==> config.mk <==
export PLATFORM = sky130hd
export DESIGN_NAME = arm_code_emitter_with_backpatch
export DESIGN_NICKNAME = d
export VERILOG_FILES = /design/src/sv/ace_pkg.sv /design/src/sv/ace_front.sv /design/src/sv/ace_queue.sv /design/src/sv/ace_back.sv /design/src/sv/arm_code_emitter_with_backpatch.sv
export SDC_FILE = /design/constraint.sdc
export NUM_CORES = 2
export LEC_CHECK = 0
export BUFFER_PORTS_ARGS = -buffer_cell sky130_fd_sc_hd__buf_2
export CAP_MARGIN = 20
export CELL_PAD_IN_SITES_DETAIL_PLACEMENT = 1
export CELL_PAD_IN_SITES_GLOBAL_PLACEMENT = 1
export CORE_UTILIZATION = 30
export CTS_CLUSTER_DIAMETER = 120
export DETAILED_ROUTE_END_ITERATION = 16
export MAX_ROUTING_LAYER = met4
export PLACE_DENSITY = 0.49
export SKIP_LAST_GASP = 1
export SYNTH_ARGS = -nofsm -noshare
export SYNTH_HDL_FRONTEND = slang
export SYNTH_SLANG_ARGS = --single-unit
==> constraint.sdc <==
create_clock -name aclk -period 7.3 [get_ports aclk]
set_input_delay 0.73 -clock aclk [delete_from_list [all_inputs] [get_ports aclk]]
set_output_delay 0.73 -clock aclk [all_outputs]
set_load 0.05 [all_outputs]
==> src/sv/ace_pkg.sv <==
// shared types and constants of the arm code emitter
// opcode templates, command codes, micro-op word, state enums
// no dependencies
`default_nettype none

package ace_pkg;

    localparam int LABEL_SLOTS = 32;
    localparam int SLOT_W      = $clog2(LABEL_SLOTS);
    localparam int CNT_W       = SLOT_W + 1;
    localparam int CODE_WORDS  = 4096;
    localparam int ADDR_W      = $clog2(CODE_WORDS);
    localparam int QUEUE_DEPTH = 4;
    localparam int Q_PTR_W     = $clog2(QUEUE_DEPTH);
    localparam int Q_CNT_W     = Q_PTR_W + 1;

    localparam logic [ADDR_W-1:0] POOL_START_RESET = ADDR_W'(128);

    // configuration register indexes
    localparam logic CFG_POOL_START = 1'b0;
    localparam logic CFG_DIV_ADDR   = 1'b1;

    // command codes
    localparam logic [4:0] CMD_INIT  = 5'd0;
    localparam logic [4:0] CMD_MOVI  = 5'd1;
    localparam logic [4:0] CMD_MOVR  = 5'd2;
    localparam logic [4:0] CMD_MOVMI = 5'd3;
    localparam logic [4:0] CMD_MOVNE = 5'd4;
    localparam logic [4:0] CMD_LDR   = 5'd5;
    localparam logic [4:0] CMD_LDRB  = 5'd6;
    localparam logic [4:0] CMD_STRB  = 5'd7;
    localparam logic [4:0] CMD_STRW  = 5'd8;
    localparam logic [4:0] CMD_ADDR  = 5'd9;
    localparam logic [4:0] CMD_ADDI  = 5'd10;
    localparam logic [4:0] CMD_SUBR  = 5'd11;
    localparam logic [4:0] CMD_MULR  = 5'd12;
    localparam logic [4:0] CMD_CALL  = 5'd13;
    localparam logic [4:0] CMD_DIVR  = 5'd14;
    localparam logic [4:0] CMD_CMPR  = 5'd15;
    localparam logic [4:0] CMD_CMPI  = 5'd16;
    localparam logic [4:0] CMD_BEQ   = 5'd17;
    localparam logic [4:0] CMD_BNE   = 5'd18;
    localparam logic [4:0] CMD_BMI   = 5'd19;
    localparam logic [4:0] CMD_B     = 5'd20;
    localparam logic [4:0] CMD_LABEL = 5'd21;
    localparam logic [4:0] CMD_RET   = 5'd22;

    // instruction templates
    localparam logic [31:0] OP_LDR    = 32'he5900000;
    localparam logic [31:0] OP_STR    = 32'he5800000;
    localparam logic [31:0] OP_MOV    = 32'he1a00000;
    localparam logic [31:0] OP_MOVMI  = 32'h41a00000;
    localparam logic [31:0] OP_MOVNE  = 32'h11a00000;
    localparam logic [31:0] OP_ADDS   = 32'he0900000;
    localparam logic [31:0] OP_SUBS   = 32'he0500000;
    localparam logic [31:0] OP_MULS   = 32'he0100090;
    localparam logic [31:0] OP_CMP    = 32'he1500000;
    localparam logic [31:0] OP_CMPI   = 32'he3500000;
    localparam logic [31:0] OP_PUSH   = 32'he92d4000;
    localparam logic [31:0] OP_POP    = 32'he8bd4000;
    localparam logic [31:0] BYTE_BIT  = 32'h00400000;

    // branch top bytes
    localparam logic [7:0] BR_EQ = 8'h0a;
    localparam logic [7:0] BR_NE = 8'h1a;
    localparam logic [7:0] BR_MI = 8'h4a;
    localparam logic [7:0] BR_AL = 8'hea;

    typedef enum logic [2:0] {
        UOP_EMIT,
        UOP_MOVI,
        UOP_BRANCH,
        UOP_LABEL,
        UOP_INIT
    } uop_kind_t;

    // one step of work for the back end; branch top byte sits in word[7:0]
    typedef struct packed {
        uop_kind_t   kind;
        logic [31:0] word;
        logic [3:0]  rn;
        logic [7:0]  id;
        logic        fin;
    } uop_t;

    typedef enum logic {
        F_IDLE,
        F_EXPAND
    } front_state_t;

    typedef enum logic [2:0] {
        B_FETCH,
        B_EXEC,
        B_MOVI2,
        B_BSCAN,
        B_BEMIT,
        B_LSCAN,
        B_FLUSH
    } back_state_t;

    // register-register form: base | s | d << 12
    function automatic logic [31:0] rr_word(input logic [31:0] base, input logic [3:0] d,
                                            input logic [3:0] s);
        rr_word = base | {16'b0, d, 8'b0, s};
    endfunction

endpackage

`default_nettype wire

==> src/sv/ace_front.sv <==
// front end: accepts emit commands and expands them into micro-ops
// uses ace_pkg
`default_nettype none

module ace_front (
    input  logic              aclk,
    input  logic              aresetn,
    input  logic              s_tvalid,
    output logic              s_tready,
    input  logic [55:0]       s_tdata,
    input  logic [31:0]       div_addr,
    input  logic              q_full,
    output logic              push,
    output ace_pkg::uop_t     push_uop
);

    ace_pkg::front_state_t state_reg, state_next;
    logic [4:0]  cmd_reg;
    logic [3:0]  d_reg;
    logic [3:0]  s_reg;
    logic [31:0] imm_reg;
    logic [7:0]  id_reg;
    logic [2:0]  step_reg, step_next;

    logic          have_uop;
    logic          last_step;
    logic [2:0]    div_step;
    ace_pkg::uop_t u;

    function automatic ace_pkg::uop_t call_uop(input logic [1:0] st, input logic [31:0] target);
        ace_pkg::uop_t c;
        c      = '0;
        c.kind = ace_pkg::UOP_EMIT;
        case (st)
            2'd0: begin
                c.word = ace_pkg::OP_PUSH;
            end
            2'd1: begin
                c.word = ace_pkg::rr_word(ace_pkg::OP_MOV, 4'd14, 4'd15);
            end
            2'd2: begin
                c.kind = ace_pkg::UOP_MOVI;
                c.word = target;
                c.rn   = 4'd15;
            end
            default: begin
                c.word = ace_pkg::OP_POP;
            end
        endcase
        call_uop = c;
    endfunction

    assign div_step = step_reg - 3'd2;

    // command expansion table
    always_comb begin
        u         = '0;
        u.kind    = ace_pkg::UOP_EMIT;
        have_uop  = 1'b1;
        last_step = 1'b1;
        case (cmd_reg)
            ace_pkg::CMD_INIT:  u.kind = ace_pkg::UOP_INIT;
            ace_pkg::CMD_MOVI: begin
                u.kind = ace_pkg::UOP_MOVI;
                u.word = imm_reg;
                u.rn   = d_reg;
            end
            ace_pkg::CMD_MOVR:  u.word = ace_pkg::rr_word(ace_pkg::OP_MOV, d_reg, s_reg);
            ace_pkg::CMD_MOVMI: u.word = ace_pkg::rr_word(ace_pkg::OP_MOVMI, d_reg, s_reg);
            ace_pkg::CMD_MOVNE: u.word = ace_pkg::rr_word(ace_pkg::OP_MOVNE, d_reg, s_reg);
            ace_pkg::CMD_LDR:
                u.word = ace_pkg::OP_LDR | {12'b0, d_reg, d_reg, 12'b0};
            ace_pkg::CMD_LDRB:
                u.word = ace_pkg::OP_LDR | ace_pkg::BYTE_BIT | {12'b0, 4'd3, d_reg, 12'b0};
            ace_pkg::CMD_STRB:
                u.word = ace_pkg::OP_STR | ace_pkg::BYTE_BIT | {12'b0, 4'd3, d_reg, 12'b0};
            ace_pkg::CMD_STRW:
                u.word = ace_pkg::OP_STR | {12'b0, d_reg, 4'd3, 12'b0};
            ace_pkg::CMD_ADDR:
                u.word = ace_pkg::OP_ADDS | {12'b0, d_reg, d_reg, 8'b0, s_reg};
            ace_pkg::CMD_ADDI: begin
                if (step_reg == 3'd0) begin
                    u.kind    = ace_pkg::UOP_MOVI;
                    u.word    = imm_reg;
                    u.rn      = 4'd9;
                    last_step = 1'b0;
                end else begin
                    u.word = ace_pkg::OP_ADDS | {12'b0, d_reg, d_reg, 8'b0, 4'd9};
                end
            end
            ace_pkg::CMD_SUBR:
                u.word = ace_pkg::OP_SUBS | {12'b0, d_reg, d_reg, 8'b0, s_reg};
            ace_pkg::CMD_MULR:
                u.word = ace_pkg::OP_MULS | {12'b0, d_reg, 4'b0, s_reg, 4'b0, d_reg};
            ace_pkg::CMD_CALL: begin
                u         = call_uop(step_reg[1:0], imm_reg);
                last_step = (step_reg == 3'd3);
            end
            ace_pkg::CMD_DIVR: begin
                case (step_reg)
                    3'd0: u.word = ace_pkg::rr_word(ace_pkg::OP_MOV, 4'd0, d_reg);
                    3'd1: u.word = ace_pkg::rr_word(ace_pkg::OP_MOV, 4'd1, s_reg);
                    3'd6: u.word = ace_pkg::rr_word(ace_pkg::OP_MOV, d_reg, 4'd0);
                    default: u = call_uop(div_step[1:0], div_addr);
                endcase
                // the move back into d is skipped when d is r0
                last_step = (step_reg == 3'd6) || (step_reg == 3'd5 && d_reg == 4'd0);
            end
            ace_pkg::CMD_CMPR:
                u.word = ace_pkg::OP_CMP | {12'b0, d_reg, 12'b0, s_reg};
            ace_pkg::CMD_CMPI:
                u.word = ace_pkg::OP_CMPI | {12'b0, s_reg, imm_reg[15:0]};
            ace_pkg::CMD_BEQ: begin
                u.kind = ace_pkg::UOP_BRANCH;
                u.word = {24'b0, ace_pkg::BR_EQ};
                u.id   = id_reg;
            end
            ace_pkg::CMD_BNE: begin
                u.kind = ace_pkg::UOP_BRANCH;
                u.word = {24'b0, ace_pkg::BR_NE};
                u.id   = id_reg;
            end
            ace_pkg::CMD_BMI: begin
                u.kind = ace_pkg::UOP_BRANCH;
                u.word = {24'b0, ace_pkg::BR_MI};
                u.id   = id_reg;
            end
            ace_pkg::CMD_B: begin
                u.kind = ace_pkg::UOP_BRANCH;
                u.word = {24'b0, ace_pkg::BR_AL};
                u.id   = id_reg;
            end
            ace_pkg::CMD_LABEL: begin
                u.kind = ace_pkg::UOP_LABEL;
                u.id   = id_reg;
            end
            ace_pkg::CMD_RET: u.word = ace_pkg::rr_word(ace_pkg::OP_MOV, 4'd15, 4'd14);
            default: have_uop = 1'b0;
        endcase
        u.fin = last_step;
    end

    // next state
    always_comb begin
        state_next = state_reg;
        step_next  = step_reg;
        case (state_reg)
            ace_pkg::F_IDLE: begin
                if (s_tvalid) begin
                    state_next = ace_pkg::F_EXPAND;
                    step_next  = 3'd0;
                end
            end
            ace_pkg::F_EXPAND: begin
                if (!have_uop) begin
                    state_next = ace_pkg::F_IDLE;
                end else if (!q_full) begin
                    if (last_step) begin
                        state_next = ace_pkg::F_IDLE;
                    end else begin
                        step_next = step_reg + 3'd1;
                    end
                end
            end
            default: state_next = ace_pkg::F_IDLE;
        endcase
    end

    // outputs
    always_comb begin
        s_tready = (state_reg == ace_pkg::F_IDLE);
        push     = (state_reg == ace_pkg::F_EXPAND) && have_uop && !q_full;
        push_uop = u;
    end

    always_ff @(posedge aclk) begin
        if (!aresetn) begin
            state_reg <= ace_pkg::F_IDLE;
            step_reg  <= 3'd0;
        end else begin
            state_reg <= state_next;
            step_reg  <= step_next;
        end
    end

    always_ff @(posedge aclk) begin
        if (s_tvalid && s_tready) begin
            cmd_reg <= s_tdata[4:0];
            d_reg   <= s_tdata[8:5];
            s_reg   <= s_tdata[12:9];
            imm_reg <= s_tdata[44:13];
            id_reg  <= s_tdata[52:45];
        end
    end

endmodule

`default_nettype wire

==> src/sv/ace_queue.sv <==
// short micro-op queue between front and back end
// uses ace_pkg
`default_nettype none

module ace_queue (
    input  logic          aclk,
    input  logic          aresetn,
    input  logic          push,
    input  ace_pkg::uop_t push_uop,
    output logic          full,
    input  logic          pop,
    output logic          valid,
    output ace_pkg::uop_t head_uop
);

    ace_pkg::uop_t                 mem_reg [ace_pkg::QUEUE_DEPTH];
    logic [ace_pkg::Q_PTR_W-1:0]   head_reg, head_next;
    logic [ace_pkg::Q_PTR_W-1:0]   tail_reg, tail_next;
    logic [ace_pkg::Q_CNT_W-1:0]   count_reg, count_next;

    always_comb begin
        full       = (count_reg == ace_pkg::Q_CNT_W'(ace_pkg::QUEUE_DEPTH));
        valid      = (count_reg != '0);
        head_uop   = mem_reg[head_reg];
        head_next  = pop ? head_reg + 1'b1 : head_reg;
        tail_next  = push ? tail_reg + 1'b1 : tail_reg;
        count_next = count_reg;
        if (push && !pop) begin
            count_next = count_reg + 1'b1;
        end else if (pop && !push) begin
            count_next = count_reg - 1'b1;
        end
    end

    always_ff @(posedge aclk) begin
        if (!aresetn) begin
            head_reg  <= '0;
            tail_reg  <= '0;
            count_reg <= '0;
        end else begin
            head_reg  <= head_next;
            tail_reg  <= tail_next;
            count_reg <= count_next;
        end
    end

    always_ff @(posedge aclk) begin
        if (push) begin
            mem_reg[tail_reg] <= push_uop;
        end
    end

endmodule

`default_nettype wire

==> src/sv/ace_back.sv <==
// back end: runs micro-ops, keeps code/pool indexes and label tables
// uses ace_pkg; drives the result channel through a hold and output register
`default_nettype none

module ace_back (
    input  logic                       aclk,
    input  logic                       aresetn,
    input  logic [ace_pkg::ADDR_W-1:0] pool_start,
    input  logic                       q_valid,
    input  ace_pkg::uop_t              q_uop,
    output logic                       q_pop,
    output logic                       m_tvalid,
    input  logic                       m_tready,
    output logic [47:0]                m_tdata,
    output logic                       m_tlast,
    output logic                       m_tuser
);

    localparam int AW = ace_pkg::ADDR_W;
    localparam int SW = ace_pkg::SLOT_W;
    localparam int CW = ace_pkg::CNT_W;

    ace_pkg::back_state_t state_reg, state_next;
    ace_pkg::uop_t        cur_reg, cur_next;

    logic [AW-1:0] code_reg, code_next;
    logic [AW-1:0] pool_reg, pool_next;
    logic [CW-1:0] def_cnt_reg, def_cnt_next;
    logic [CW-1:0] pend_cnt_reg, pend_cnt_next;
    logic [CW-1:0] scan_reg, scan_next;
    logic          ovf_reg, ovf_next;
    logic [31:0]   tmp_reg, tmp_next;

    logic [7:0]    def_ids_reg   [ace_pkg::LABEL_SLOTS];
    logic [AW-1:0] def_addrs_reg [ace_pkg::LABEL_SLOTS];
    logic          pend_valid_reg [ace_pkg::LABEL_SLOTS];
    logic [7:0]    pend_ids_reg  [ace_pkg::LABEL_SLOTS];
    logic [AW-1:0] pend_addrs_reg [ace_pkg::LABEL_SLOTS];
    logic [7:0]    pend_ops_reg  [ace_pkg::LABEL_SLOTS];

    logic          hold_v_reg;
    logic [AW-1:0] hold_addr_reg;
    logic [31:0]   hold_data_reg;
    logic          m_valid_reg;
    logic [AW-1:0] m_addr_reg;
    logic [31:0]   m_data_reg;
    logic          m_last_reg;
    logic          m_ovf_reg;

    logic          out_free, can_put;
    logic [SW-1:0] scan_idx;
    logic          def_end, def_hit, slot_end, pend_hit;
    logic [31:0]   back_off, fwd_off, load_off;
    logic          def_room, pend_room;

    logic          put_v;
    logic [AW-1:0] put_addr;
    logic [31:0]   put_data;
    logic          def_we, pend_we, pend_clr, clear_all, flush_move, move;

    assign out_free  = !m_valid_reg || m_tready;
    assign can_put   = !hold_v_reg || out_free;
    assign scan_idx  = scan_reg[SW-1:0];
    assign def_end   = (scan_reg >= def_cnt_reg);
    assign def_hit   = !def_end && (def_ids_reg[scan_idx] == cur_reg.id);
    assign slot_end  = (scan_reg == CW'(ace_pkg::LABEL_SLOTS));
    assign pend_hit  = pend_valid_reg[scan_idx] && (pend_ids_reg[scan_idx] == cur_reg.id);
    assign def_room  = (def_cnt_reg < CW'(ace_pkg::LABEL_SLOTS));
    assign pend_room = (pend_cnt_reg < CW'(ace_pkg::LABEL_SLOTS));
    assign back_off  = 32'(def_addrs_reg[scan_idx]) - 32'(code_reg) - 32'd2;
    assign fwd_off   = 32'(code_reg) - 32'(pend_addrs_reg[scan_idx]) - 32'd2;
    assign load_off  = (32'(pool_reg) - 32'(code_reg) - 32'd2) << 2;

    // next state
    always_comb begin
        state_next = state_reg;
        case (state_reg)
            ace_pkg::B_FETCH: begin
                if (q_valid) state_next = ace_pkg::B_EXEC;
            end
            ace_pkg::B_EXEC: begin
                case (cur_reg.kind)
                    ace_pkg::UOP_EMIT: begin
                        if (can_put) begin
                            state_next = cur_reg.fin ? ace_pkg::B_FLUSH : ace_pkg::B_FETCH;
                        end
                    end
                    ace_pkg::UOP_MOVI: begin
                        if (can_put) state_next = ace_pkg::B_MOVI2;
                    end
                    ace_pkg::UOP_BRANCH: state_next = ace_pkg::B_BSCAN;
                    ace_pkg::UOP_LABEL:  state_next = ace_pkg::B_LSCAN;
                    ace_pkg::UOP_INIT:   state_next = ace_pkg::B_FLUSH;
                    default:             state_next = ace_pkg::B_FETCH;
                endcase
            end
            ace_pkg::B_MOVI2: begin
                if (can_put) begin
                    state_next = cur_reg.fin ? ace_pkg::B_FLUSH : ace_pkg::B_FETCH;
                end
            end
            ace_pkg::B_BSCAN: begin
                if (def_end) begin
                    state_next = ace_pkg::B_BEMIT;
                end else if (def_hit) begin
                    state_next = back_off[31] ? ace_pkg::B_BEMIT : ace_pkg::B_FLUSH;
                end
            end
            ace_pkg::B_BEMIT: begin
                if (can_put) state_next = ace_pkg::B_FLUSH;
            end
            ace_pkg::B_LSCAN: begin
                if (slot_end) state_next = ace_pkg::B_FLUSH;
            end
            ace_pkg::B_FLUSH: begin
                if (!hold_v_reg || out_free) state_next = ace_pkg::B_FETCH;
            end
            default: state_next = ace_pkg::B_FETCH;
        endcase
    end

    // datapath controls
    always_comb begin
        cur_next      = cur_reg;
        code_next     = code_reg;
        pool_next     = pool_reg;
        def_cnt_next  = def_cnt_reg;
        pend_cnt_next = pend_cnt_reg;
        scan_next     = scan_reg;
        ovf_next      = ovf_reg;
        tmp_next      = tmp_reg;
        q_pop         = 1'b0;
        put_v         = 1'b0;
        put_addr      = code_reg;
        put_data      = tmp_reg;
        def_we        = 1'b0;
        pend_we       = 1'b0;
        pend_clr      = 1'b0;
        clear_all     = 1'b0;
        flush_move    = 1'b0;
        case (state_reg)
            ace_pkg::B_FETCH: begin
                q_pop    = q_valid;
                cur_next = q_uop;
            end
            ace_pkg::B_EXEC: begin
                case (cur_reg.kind)
                    ace_pkg::UOP_EMIT: begin
                        if (can_put) begin
                            put_v     = 1'b1;
                            put_data  = cur_reg.word;
                            code_next = code_reg + 1'b1;
                        end
                    end
                    ace_pkg::UOP_MOVI: begin
                        if (can_put) begin
                            // constant goes to the pool, the pc-relative load follows
                            put_v     = 1'b1;
                            put_addr  = pool_reg;
                            put_data  = cur_reg.word;
                            tmp_next  = ace_pkg::OP_LDR | {12'b0, 4'd15, cur_reg.rn, 12'b0}
                                        | load_off;
                            pool_next = pool_reg + 1'b1;
                        end
                    end
                    ace_pkg::UOP_BRANCH: scan_next = '0;
                    ace_pkg::UOP_LABEL: begin
                        if (def_room) begin
                            def_we       = 1'b1;
                            def_cnt_next = def_cnt_reg + 1'b1;
                        end else begin
                            ovf_next = 1'b1;
                        end
                        scan_next = '0;
                    end
                    ace_pkg::UOP_INIT: begin
                        clear_all     = 1'b1;
                        code_next     = '0;
                        pool_next     = pool_start;
                        def_cnt_next  = '0;
                        pend_cnt_next = '0;
                        ovf_next      = 1'b0;
                    end
                    default: ;
                endcase
            end
            ace_pkg::B_MOVI2: begin
                if (can_put) begin
                    put_v     = 1'b1;
                    code_next = code_reg + 1'b1;
                end
            end
            ace_pkg::B_BSCAN: begin
                if (def_end) begin
                    // forward branch: record for patching, emit with zero offset
                    if (pend_room) begin
                        pend_we       = 1'b1;
                        pend_cnt_next = pend_cnt_reg + 1'b1;
                    end else begin
                        ovf_next = 1'b1;
                    end
                    tmp_next = {cur_reg.word[7:0], 24'b0};
                end else if (def_hit) begin
                    tmp_next = {cur_reg.word[7:0], back_off[23:0]};
                end else begin
                    scan_next = scan_reg + 1'b1;
                end
            end
            ace_pkg::B_BEMIT: begin
                if (can_put) begin
                    put_v     = 1'b1;
                    code_next = code_reg + 1'b1;
                end
            end
            ace_pkg::B_LSCAN: begin
                if (!slot_end) begin
                    if (pend_hit) begin
                        if (can_put) begin
                            put_v     = 1'b1;
                            put_addr  = pend_addrs_reg[scan_idx];
                            put_data  = {pend_ops_reg[scan_idx], fwd_off[23:0]};
                            pend_clr  = 1'b1;
                            scan_next = scan_reg + 1'b1;
                        end
                    end else begin
                        scan_next = scan_reg + 1'b1;
                    end
                end
            end
            ace_pkg::B_FLUSH: flush_move = hold_v_reg && out_free;
            default: ;
        endcase
    end

    // a held word leaves as not-last when another follows, as last on flush
    assign move = (put_v && hold_v_reg) || flush_move;

    assign m_tvalid = m_valid_reg;
    assign m_tdata  = {4'b0, m_data_reg, m_addr_reg};
    assign m_tlast  = m_last_reg;
    assign m_tuser  = m_ovf_reg;

    always_ff @(posedge aclk) begin
        if (!aresetn) begin
            state_reg    <= ace_pkg::B_FETCH;
            code_reg     <= '0;
            pool_reg     <= ace_pkg::POOL_START_RESET;
            def_cnt_reg  <= '0;
            pend_cnt_reg <= '0;
            scan_reg     <= '0;
            ovf_reg      <= 1'b0;
            hold_v_reg   <= 1'b0;
            m_valid_reg  <= 1'b0;
        end else begin
            state_reg    <= state_next;
            code_reg     <= code_next;
            pool_reg     <= pool_next;
            def_cnt_reg  <= def_cnt_next;
            pend_cnt_reg <= pend_cnt_next;
            scan_reg     <= scan_next;
            ovf_reg      <= ovf_next;
            if (put_v) begin
                hold_v_reg <= 1'b1;
            end else if (flush_move) begin
                hold_v_reg <= 1'b0;
            end
            if (move) begin
                m_valid_reg <= 1'b1;
            end else if (m_tready) begin
                m_valid_reg <= 1'b0;
            end
        end
    end

    always_ff @(posedge aclk) begin
        for (int i = 0; i < ace_pkg::LABEL_SLOTS; i++) begin
            if (!aresetn || clear_all) begin
                pend_valid_reg[i] <= 1'b0;
            end else if (pend_we && pend_cnt_reg[SW-1:0] == SW'(i)) begin
                pend_valid_reg[i] <= 1'b1;
            end else if (pend_clr && scan_idx == SW'(i)) begin
                pend_valid_reg[i] <= 1'b0;
            end
        end
    end

    always_ff @(posedge aclk) begin
        cur_reg <= cur_next;
        tmp_reg <= tmp_next;
        if (def_we) begin
            def_ids_reg[def_cnt_reg[SW-1:0]]   <= cur_reg.id;
            def_addrs_reg[def_cnt_reg[SW-1:0]] <= code_reg;
        end
        if (pend_we) begin
            pend_ids_reg[pend_cnt_reg[SW-1:0]]   <= cur_reg.id;
            pend_addrs_reg[pend_cnt_reg[SW-1:0]] <= code_reg;
            pend_ops_reg[pend_cnt_reg[SW-1:0]]   <= cur_reg.word[7:0];
        end
        if (put_v) begin
            hold_addr_reg <= put_addr;
            hold_data_reg <= put_data;
        end
        if (move) begin
            m_addr_reg <= hold_addr_reg;
            m_data_reg <= hold_data_reg;
            m_last_reg <= flush_move;
            m_ovf_reg  <= ovf_reg;
        end
    end

endmodule

`default_nettype wire

==> src/sv/arm_code_emitter_with_backpatch.sv <==
// top level of the arm code emitter with branch backpatching
// uses ace_pkg, ace_front, ace_queue, ace_back
//
// usage:
//   s_ channel: one emit command per word (cmd, registers, immediate, label id).
//   m_ channel: one code-buffer write per word (word index and data); tlast marks
//   the final write of a command, tuser carries the sticky table overflow flag.
//   cfg port: cfg_we writes pool_start (index 0) or the divide routine address
//   (index 1); write only while the block is idle.
// timing:
//   the front end expands a command into micro-ops, one per cycle while the
//   four-entry queue is not full; the back end fetches each micro-op and then
//   executes it, a pool load takes an extra step, and each command ends with a
//   flush step. a divide into r0 skips the final move back into d.
//   branches scan the defined-label table one entry per cycle (up to 32),
//   label definitions scan all 32 pending slots.
//   the front end takes the next command as soon as it has queued the last step.
// reset: indexes, counts, pending valid bits and the overflow flag clear,
//   the pool index loads 128, config returns to defaults.
// stall: a held word plus the output register decouple the engine from m_tready;
//   the engine stalls only when both are full.
`default_nettype none

module arm_code_emitter_with_backpatch (
    input  logic        aclk,
    input  logic        aresetn,
    input  logic        s_tvalid,
    output logic        s_tready,
    input  logic [55:0] s_tdata,   // cmd[4:0] dst_reg[8:5] src_reg[12:9] immediate[44:13] label_id[52:45]
    output logic        m_tvalid,
    input  logic        m_tready,
    output logic [47:0] m_tdata,   // write_addr[11:0] write_data[43:12]
    output logic        m_tlast,   // last
    output logic        m_tuser,   // table_overflow
    input  logic        cfg_we,
    input  logic        cfg_index,
    input  logic [31:0] cfg_wdata
);

    logic [ace_pkg::ADDR_W-1:0] pool_start_reg;
    logic [31:0]                div_addr_reg;

    logic          q_push, q_full, q_pop, q_valid;
    ace_pkg::uop_t push_uop, head_uop;

    // configuration registers
    always_ff @(posedge aclk) begin
        if (!aresetn) begin
            pool_start_reg <= ace_pkg::POOL_START_RESET;
            div_addr_reg   <= '0;
        end else if (cfg_we) begin
            case (cfg_index)
                ace_pkg::CFG_POOL_START: pool_start_reg <= cfg_wdata[ace_pkg::ADDR_W-1:0];
                ace_pkg::CFG_DIV_ADDR:   div_addr_reg   <= cfg_wdata;
                default: ;
            endcase
        end
    end

    // command decode and expansion
    ace_front u_front (
        .aclk     (aclk),
        .aresetn  (aresetn),
        .s_tvalid (s_tvalid),
        .s_tready (s_tready),
        .s_tdata  (s_tdata),
        .div_addr (div_addr_reg),
        .q_full   (q_full),
        .push     (q_push),
        .push_uop (push_uop)
    );

    // micro-op queue
    ace_queue u_queue (
        .aclk     (aclk),
        .aresetn  (aresetn),
        .push     (q_push),
        .push_uop (push_uop),
        .full     (q_full),
        .pop      (q_pop),
        .valid    (q_valid),
        .head_uop (head_uop)
    );

    // execution, label tables and result words
    ace_back u_back (
        .aclk       (aclk),
        .aresetn    (aresetn),
        .pool_start (pool_start_reg),
        .q_valid    (q_valid),
        .q_uop      (head_uop),
        .q_pop      (q_pop),
        .m_tvalid   (m_tvalid),
        .m_tready   (m_tready),
        .m_tdata    (m_tdata),
        .m_tlast    (m_tlast),
        .m_tuser    (m_tuser)
    );

    // front end holds off new commands while expanding one
    a_busy_after_accept: assert property (@(posedge aclk) disable iff (!aresetn)
        (s_tvalid && s_tready) |=> !s_tready)
        else $error("command accepted while expansion in progress");

    a_no_push_when_full: assert property (@(posedge aclk) disable iff (!aresetn)
        q_push |-> !q_full)
        else $error("micro-op pushed into full queue");

    a_pop_only_valid: assert property (@(posedge aclk) disable iff (!aresetn)
        q_pop |-> q_valid)
        else $error("micro-op popped from empty queue");

endmodule

`default_nettype wire

---- After elaboration in Yosys (flattened, before gate mapping) ----
Memories as Yosys holds them, arrays and structs flattened. A register that Yosys moved wholly into a read port is not among the register bits.
Index checks and enable logic that the tools add are counted.
word-level totals
  bits of input ports ..................... 94
  register bits after elaboration ......... 278
  memories ................................ 7
  output and inout port bits .............. 52
  bits in writable memories ............... 1760
memories
  memory                 words  bits a word  read ports  clocked after memory_dff  wr ports  RTL line         source
  u_back.def_addrs_reg   32     12           1           1                         1         ace_back.sv:35   logic [AW-1:0] def_addrs_reg [ace_pkg::LABEL_SLOTS];
  u_back.pend_addrs_reg  32     12           1           1                         1         ace_back.sv:38   logic [AW-1:0] pend_addrs_reg [ace_pkg::LABEL_SLOTS];
  u_back.def_ids_reg     32     8            1           1                         1         ace_back.sv:34   logic [7:0] def_ids_reg [ace_pkg::LABEL_SLOTS];
  u_back.pend_ids_reg    32     8            1           1                         1         ace_back.sv:37   logic [7:0] pend_ids_reg [ace_pkg::LABEL_SLOTS];
  u_back.pend_ops_reg    32     8            1           1                         1         ace_back.sv:39   logic [7:0] pend_ops_reg [ace_pkg::LABEL_SLOTS];
  u_queue.mem_reg        4      48           1           1                         1         ace_queue.sv:16  ace_pkg::uop_t mem_reg [ace_pkg::QUEUE_DEPTH];
  +1 memories            -      -            -           -                         -         -
cells by class
  eq/ne operators ......................... 132
  bitwise gates (word level) .............. 67
  reduce and logical (&&, ||, !) cells .... 122
  magnitude comparators ................... 3
  add/sub/neg operators ................... 17
  mux-type cells .......................... 411
operator list
  operator                                                               number
  32-bit case mux with 21 select lines                                   1
  1-bit 2-to-1 mux                                                       327
  32-bit 2-to-1 mux                                                      10
  32-bit case mux with 3 select lines                                    3
  5-bit == test (second input constant)                                  39
  32-bit case mux with 2 select lines                                    2
  5-bit by 4-bit == test with 1-bit output (second input constant)       24
  12-bit case mux with 2 select lines                                    4
  12-bit 2-to-1 mux                                                      7
  1-bit logical AND                                                      74
  1-bit OR                                                               64
  5-bit by 3-bit == test with 1-bit output (second input constant)       12
  5-bit 2-to-1 mux                                                       12
  6-bit 2-to-1 mux                                                       10
  3-bit 2-to-1 mux                                                       16
  3-bit case mux with 7 select lines                                     2
  12-bit by 12-bit subtractor with 13-bit output                         3
  32-bit OR                                                              1
  32-bit by 2-bit subtractor with 32-bit output (second input constant)  1
  5-bit by 2-bit == test with 1-bit output (second input constant)       6
  30-bit by 2-bit subtractor with 30-bit output (second input constant)  1
  12-bit by 1-bit adder with 12-bit output (second input constant)       2
  6-bit case mux with 2 select lines                                     2
  24-bit by 2-bit subtractor with 24-bit output (second input constant)  1
  49 further kinds                                                       128

---- Logic depth before layout (Yosys ltp) ----
  word-level depth ........................ 13
  mapped depth ............................ 26
  mapped depth without buffers ............ 18

---- By module ----
From an unflattened synthesis, not the netlist that was laid out.
second synthesis, totals
  cell total of the unflattened synthesis .. 4608
  area total of the unflattened synthesis .. 85176.7 sq um
by module, submodules not included
  module                           cells each  area an instance (sq um)  times used  sequential area each (sq um)
  ace_back                         3738        72369.4                   1           53070.9
  ace_queue                        293         7364.6                    1           5945.7
  ace_front                        393         3772.4                    1           1671.6
  arm_code_emitter_with_backpatch  184         1670.4                    1           880.8

---- Worst setup path before layout ----
No wires, ideal clock.
  path type ............................... reg2reg
  from .................................... register with a tool-made name
  to ...................................... register u_back.tmp_reg[12] (data pin)
  slack ................................... 1.275 ns
  period minus slack after synthesis ...... 6.025 ns
  cell stages (with the launch flop) ...... 23
  arrival time ............................ 5.745 ns
  cell sequence ........................... dfxtp_1 -> buf_4 -> buf_6 -> buf_4 -> buf_4 -> buf_4 -> buf_2 -> clkbuf_1 -> clkbuf_1 -> mux4_2 -> mux4_2 -> mux2i_1 -> ha_1 -> inv_1 -> fa_1 -> a21o_1 -> a21oi_1 -> xnor2_1 -> or2_2 -> a2111oi_0 -> nand3_1 -> o311ai_0 -> o221ai_1
RTL lines
  item                    RTL line         source
  end signal: assignment  ace_back.sv:289  tmp_reg <= tmp_next;
  end: declaration        ace_back.sv:32   logic [31:0] tmp_reg, tmp_next;

==> run metrics <==
Crit Path Max Fanout=between 50 and 60; Slew headroom=26.7%; FF-to-FF path depth=15; cell count after synthesis=4646; wire per inst=28.5 um; Syn Area/Cell=about 18 um2; Hold Crit Depth=3; WL final=~260 mm; DP Area=91100 um2; drt pass-1 iters=6; DRC=0; Worst Clk Skew=~0.076 ns; htree depth=4; peak supply drop=between 200 and 300 uV; crit path DAT=~6.8 ns; Yosys reg bits=2091; ANT nets after route=0; Critical Path Stages=15; Hold Crit Class=input pin to register; post-CTS setup buffer count=0; CP Buf/Inv Count=1; GRT Util Overall=18.3%; Seq/Total Area, Yosys=slightly above 70%; pin count of the biggest net entering global routing=77; area grow syn2layout=16.2%; clock slew at reported path FFs=~0.060 ns; Detail Placement HPWL=~160 mm; Slew @ Worst Pin=roughly 1.1 ns; worst skew pair latency=around 0.9 ns; I/O Buffers=around 140; post-synthesis cell type count=89; Crit path required time=~8 ns; Final setup viols=0; worst-case clock buffer depth=3; fin crit share=roughly 82%; Core Area=approximately 280000 um2; Pwr per Cell Area=just over 300 nW/um2; Top Family by Delay on Critical Path=multiplexers; first-pass GRT wire length=~360 mm; Via density=about 5.1; DR vias=roughly 45k; Syn. warnings=0; die area=between 200000 and 300000 um2; static leakage=30.7 nW; ys async rst share=0%; nets=between 5k and 6k; post-synth design cell area=~85000 um2; CP max stage cell=buf_4; share of layout cells above drive strength 1=roughly 24%; RSZ-0062 raised after global routing=false; initial antenna violation count=7; Initial Utilization=30.2%; initial DRC count=between 3k and 4k; die width=between 500 and 600 um; maxcap violations=0; critical path capture point type=register; CTS Buf Count=between 200 and 250; std cell rows=195; post-CTS sizing=0; root buffer selected by CTS=clkbuf_16; TritonCTS Sinks=2091; max incr delay on CP=~0.76 ns; CTS tree=yes; GRT overflow=0; Slew Viols, Final=0; Top FF cell, synth=edfxtp_1; most frequent CP cell=mux4_2; final hold violations=0; crit path kind=register to register; Die Ht=between 500 and 600 um; number of synthesized flops with an enable pin=1983; TNS Setup=0 ns; critical path cell sequence=buf_4 > mux4_2 > mux4_2 > mux2_2 > ha_1 > fa_1 > nand2b_1 > a21oi_1 > nor2_1 > xor2_1 > o2111ai_1 > nor4_1 > a22o_1 > and3_1 > a221o_1; Worst setup SP type=register; design area=a little under 100000 um2; Reg2Reg Setup Slack=1.28 ns; number of global-route vias before repair=48.5k; Final Critical Period=6.02 ns; run status=finished clean; IO Pins=146; Final Wtd Congestion=0.846; fmax=166 MHz
logic make-up (layout without fill, tap and decap cells):
logic type,Yosys count,in the layout,share of synthesized area (%)
AOI/OAI and AO/OA,603,603,4.67
xor gates and xnor gates,73,73,0.767
adders and majority gates,80,80,1.21
buffers and inverters,337,887,1.84
DFF,2091,2091,72.5
muxes,609,609,14.2
other,1,10,0.00440
and+or+nand+nor,852,852,4.80
tightest hold or removal path: stages:
cell     delay (ns)
buf_2          0.10
nand2_1        0.05
a21oi_1        0.05
through the flow:
stage | power, mW | worst slack, ns | utilization, % | hold slack (ns) | instances
finish | 29.9 | 1.28 | 35.1 | 0.0641 | 8948
global route | 31.0 | 0.841 | 35.0 | 0.0206 | 8945
CTS | 30.2 | 1.17 | 35.0 | 0.00214 | 8940
detailed placement | 19.0 | 1.21 | 32.3 | 0.406 | 8453
global placement | 18.8 | 1.17 | 32.2 | 0.404 | 8449
floorplan | 17.2 | 1.27 | - | 0.400 | 4649
cells in the final DEF (no fill, tap or decap), types with 35 or more instances in the layout:
| cell | Yosys | layout |
|---|---|---|
| a21oi_1 | 161 | 161 |
| a22oi_1 | 39 | 39 |
| buf_2 | 45 | 139 |
| buf_4 | 19 | 164 |
| clkbuf_1 | 137 | 63 |
| clkbuf_16 | 0 | 228 |
| clkinv_1 | 1 | 52 |
| clkinv_2 | 0 | 43 |
| dfxtp_1 | 108 | 89 |
| dlygate4sd3_1 | 0 | 59 |
| edfxtp_1 | 1983 | 1983 |
| ha_1 | 76 | 76 |
| inv_1 | 82 | 71 |
| mux2i_1 | 102 | 102 |
| mux4_2 | 479 | 479 |
| nand2_1 | 278 | 276 |
| nand3_1 | 78 | 78 |
| nor2_1 | 203 | 151 |
| nor3_1 | 58 | 55 |
| o21ai_0 | 110 | 110 |
| o22ai_1 | 35 | 35 |
| xnor2_1 | 53 | 53 |
synthesized netlist by cell type (19+ instances only):
| library cell | instances | area [um2] |
|---|---|---|
| nand3_1 | 78 | 390 |
| edfxtp_1 | 1983 | 59500 |
| xor2_1 | 19 | 166 |
| inv_1 | 82 | 308 |
| a31oi_1 | 34 | 213 |
| and3_1 | 34 | 213 |
| buf_1 | 31 | 116 |
| o31ai_1 | 25 | 188 |
| nor2b_1 | 27 | 169 |
| nor2_1 | 203 | 762 |
| a21oi_1 | 161 | 806 |
| ha_1 | 76 | 951 |
| a22oi_1 | 39 | 293 |
| nand2b_1 | 31 | 194 |
| nor3_1 | 58 | 290 |
| o22ai_1 | 35 | 219 |
| clkbuf_1 | 137 | 514 |
| xnor2_1 | 53 | 464 |
| and2_1 | 31 | 194 |
| mux2_2 | 28 | 315 |
| dfxtp_1 | 108 | 2160 |
| buf_4 | 19 | 143 |
| mux4_2 | 479 | 10800 |
| or3_1 | 20 | 125 |
| a221o_1 | 24 | 240 |
| buf_2 | 45 | 225 |
| mux2i_1 | 102 | 1020 |
| nand2_1 | 278 | 1040 |
| o21ai_0 | 110 | 551 |
| a211oi_1 | 19 | 143 |
timing repair:
| action | in CTS | in global routing |
|---|---|---|
| hold buffers | 59 | 0 |
| hold endpoints to repair | 59 | 0 |
| setup endpoints to repair | 0 | 0 |
path summary, 6_finish.rpt:
path                                 startpoint                                 end
max                                    register  u_back.hold_data_reg[20]$_DFFE_PP_
min                               cfg_wdata[17]       div_addr_reg[17]$_SDFFE_PN0P_
max reg2reg                            register  u_back.hold_data_reg[20]$_DFFE_PP_
min reg2reg  u_back.hold_data_reg[20]$_DFFE_PP_     u_back.m_data_reg[20]$_DFFE_PP_
routing by layer:
| layer | global-route usage, % | up-vias | share of wire [%] |
|---|---|---|---|
| met5 | - | - | 0 |
| met4 | 4.40 | 0 | 2.1 |
| met3 | 2.52 | 325 | 4.0 |
| met2 | 29.7 | 947 | 49 |
| met1 | 24.4 | 24600 | 45 |
| li1 | - | 19600 | - |
area by class of cell:
class	instances	area (um2)
antenna	6	15.0
clock buffer	292	5960
clock inverter	136	1270
fill	28000	183000
inverter	84	315
multi-input combinational	2221	22200
sequential	2091	61800
tap	3743	4680
timing repair buffer	375	2800
power by group:
part	internal [mW]	switching [mW]
Combinational	1.11	2.59
Clock	6.30	4.86
Sequential	14.5	0.467
Power figures use the tool's default switching activity.
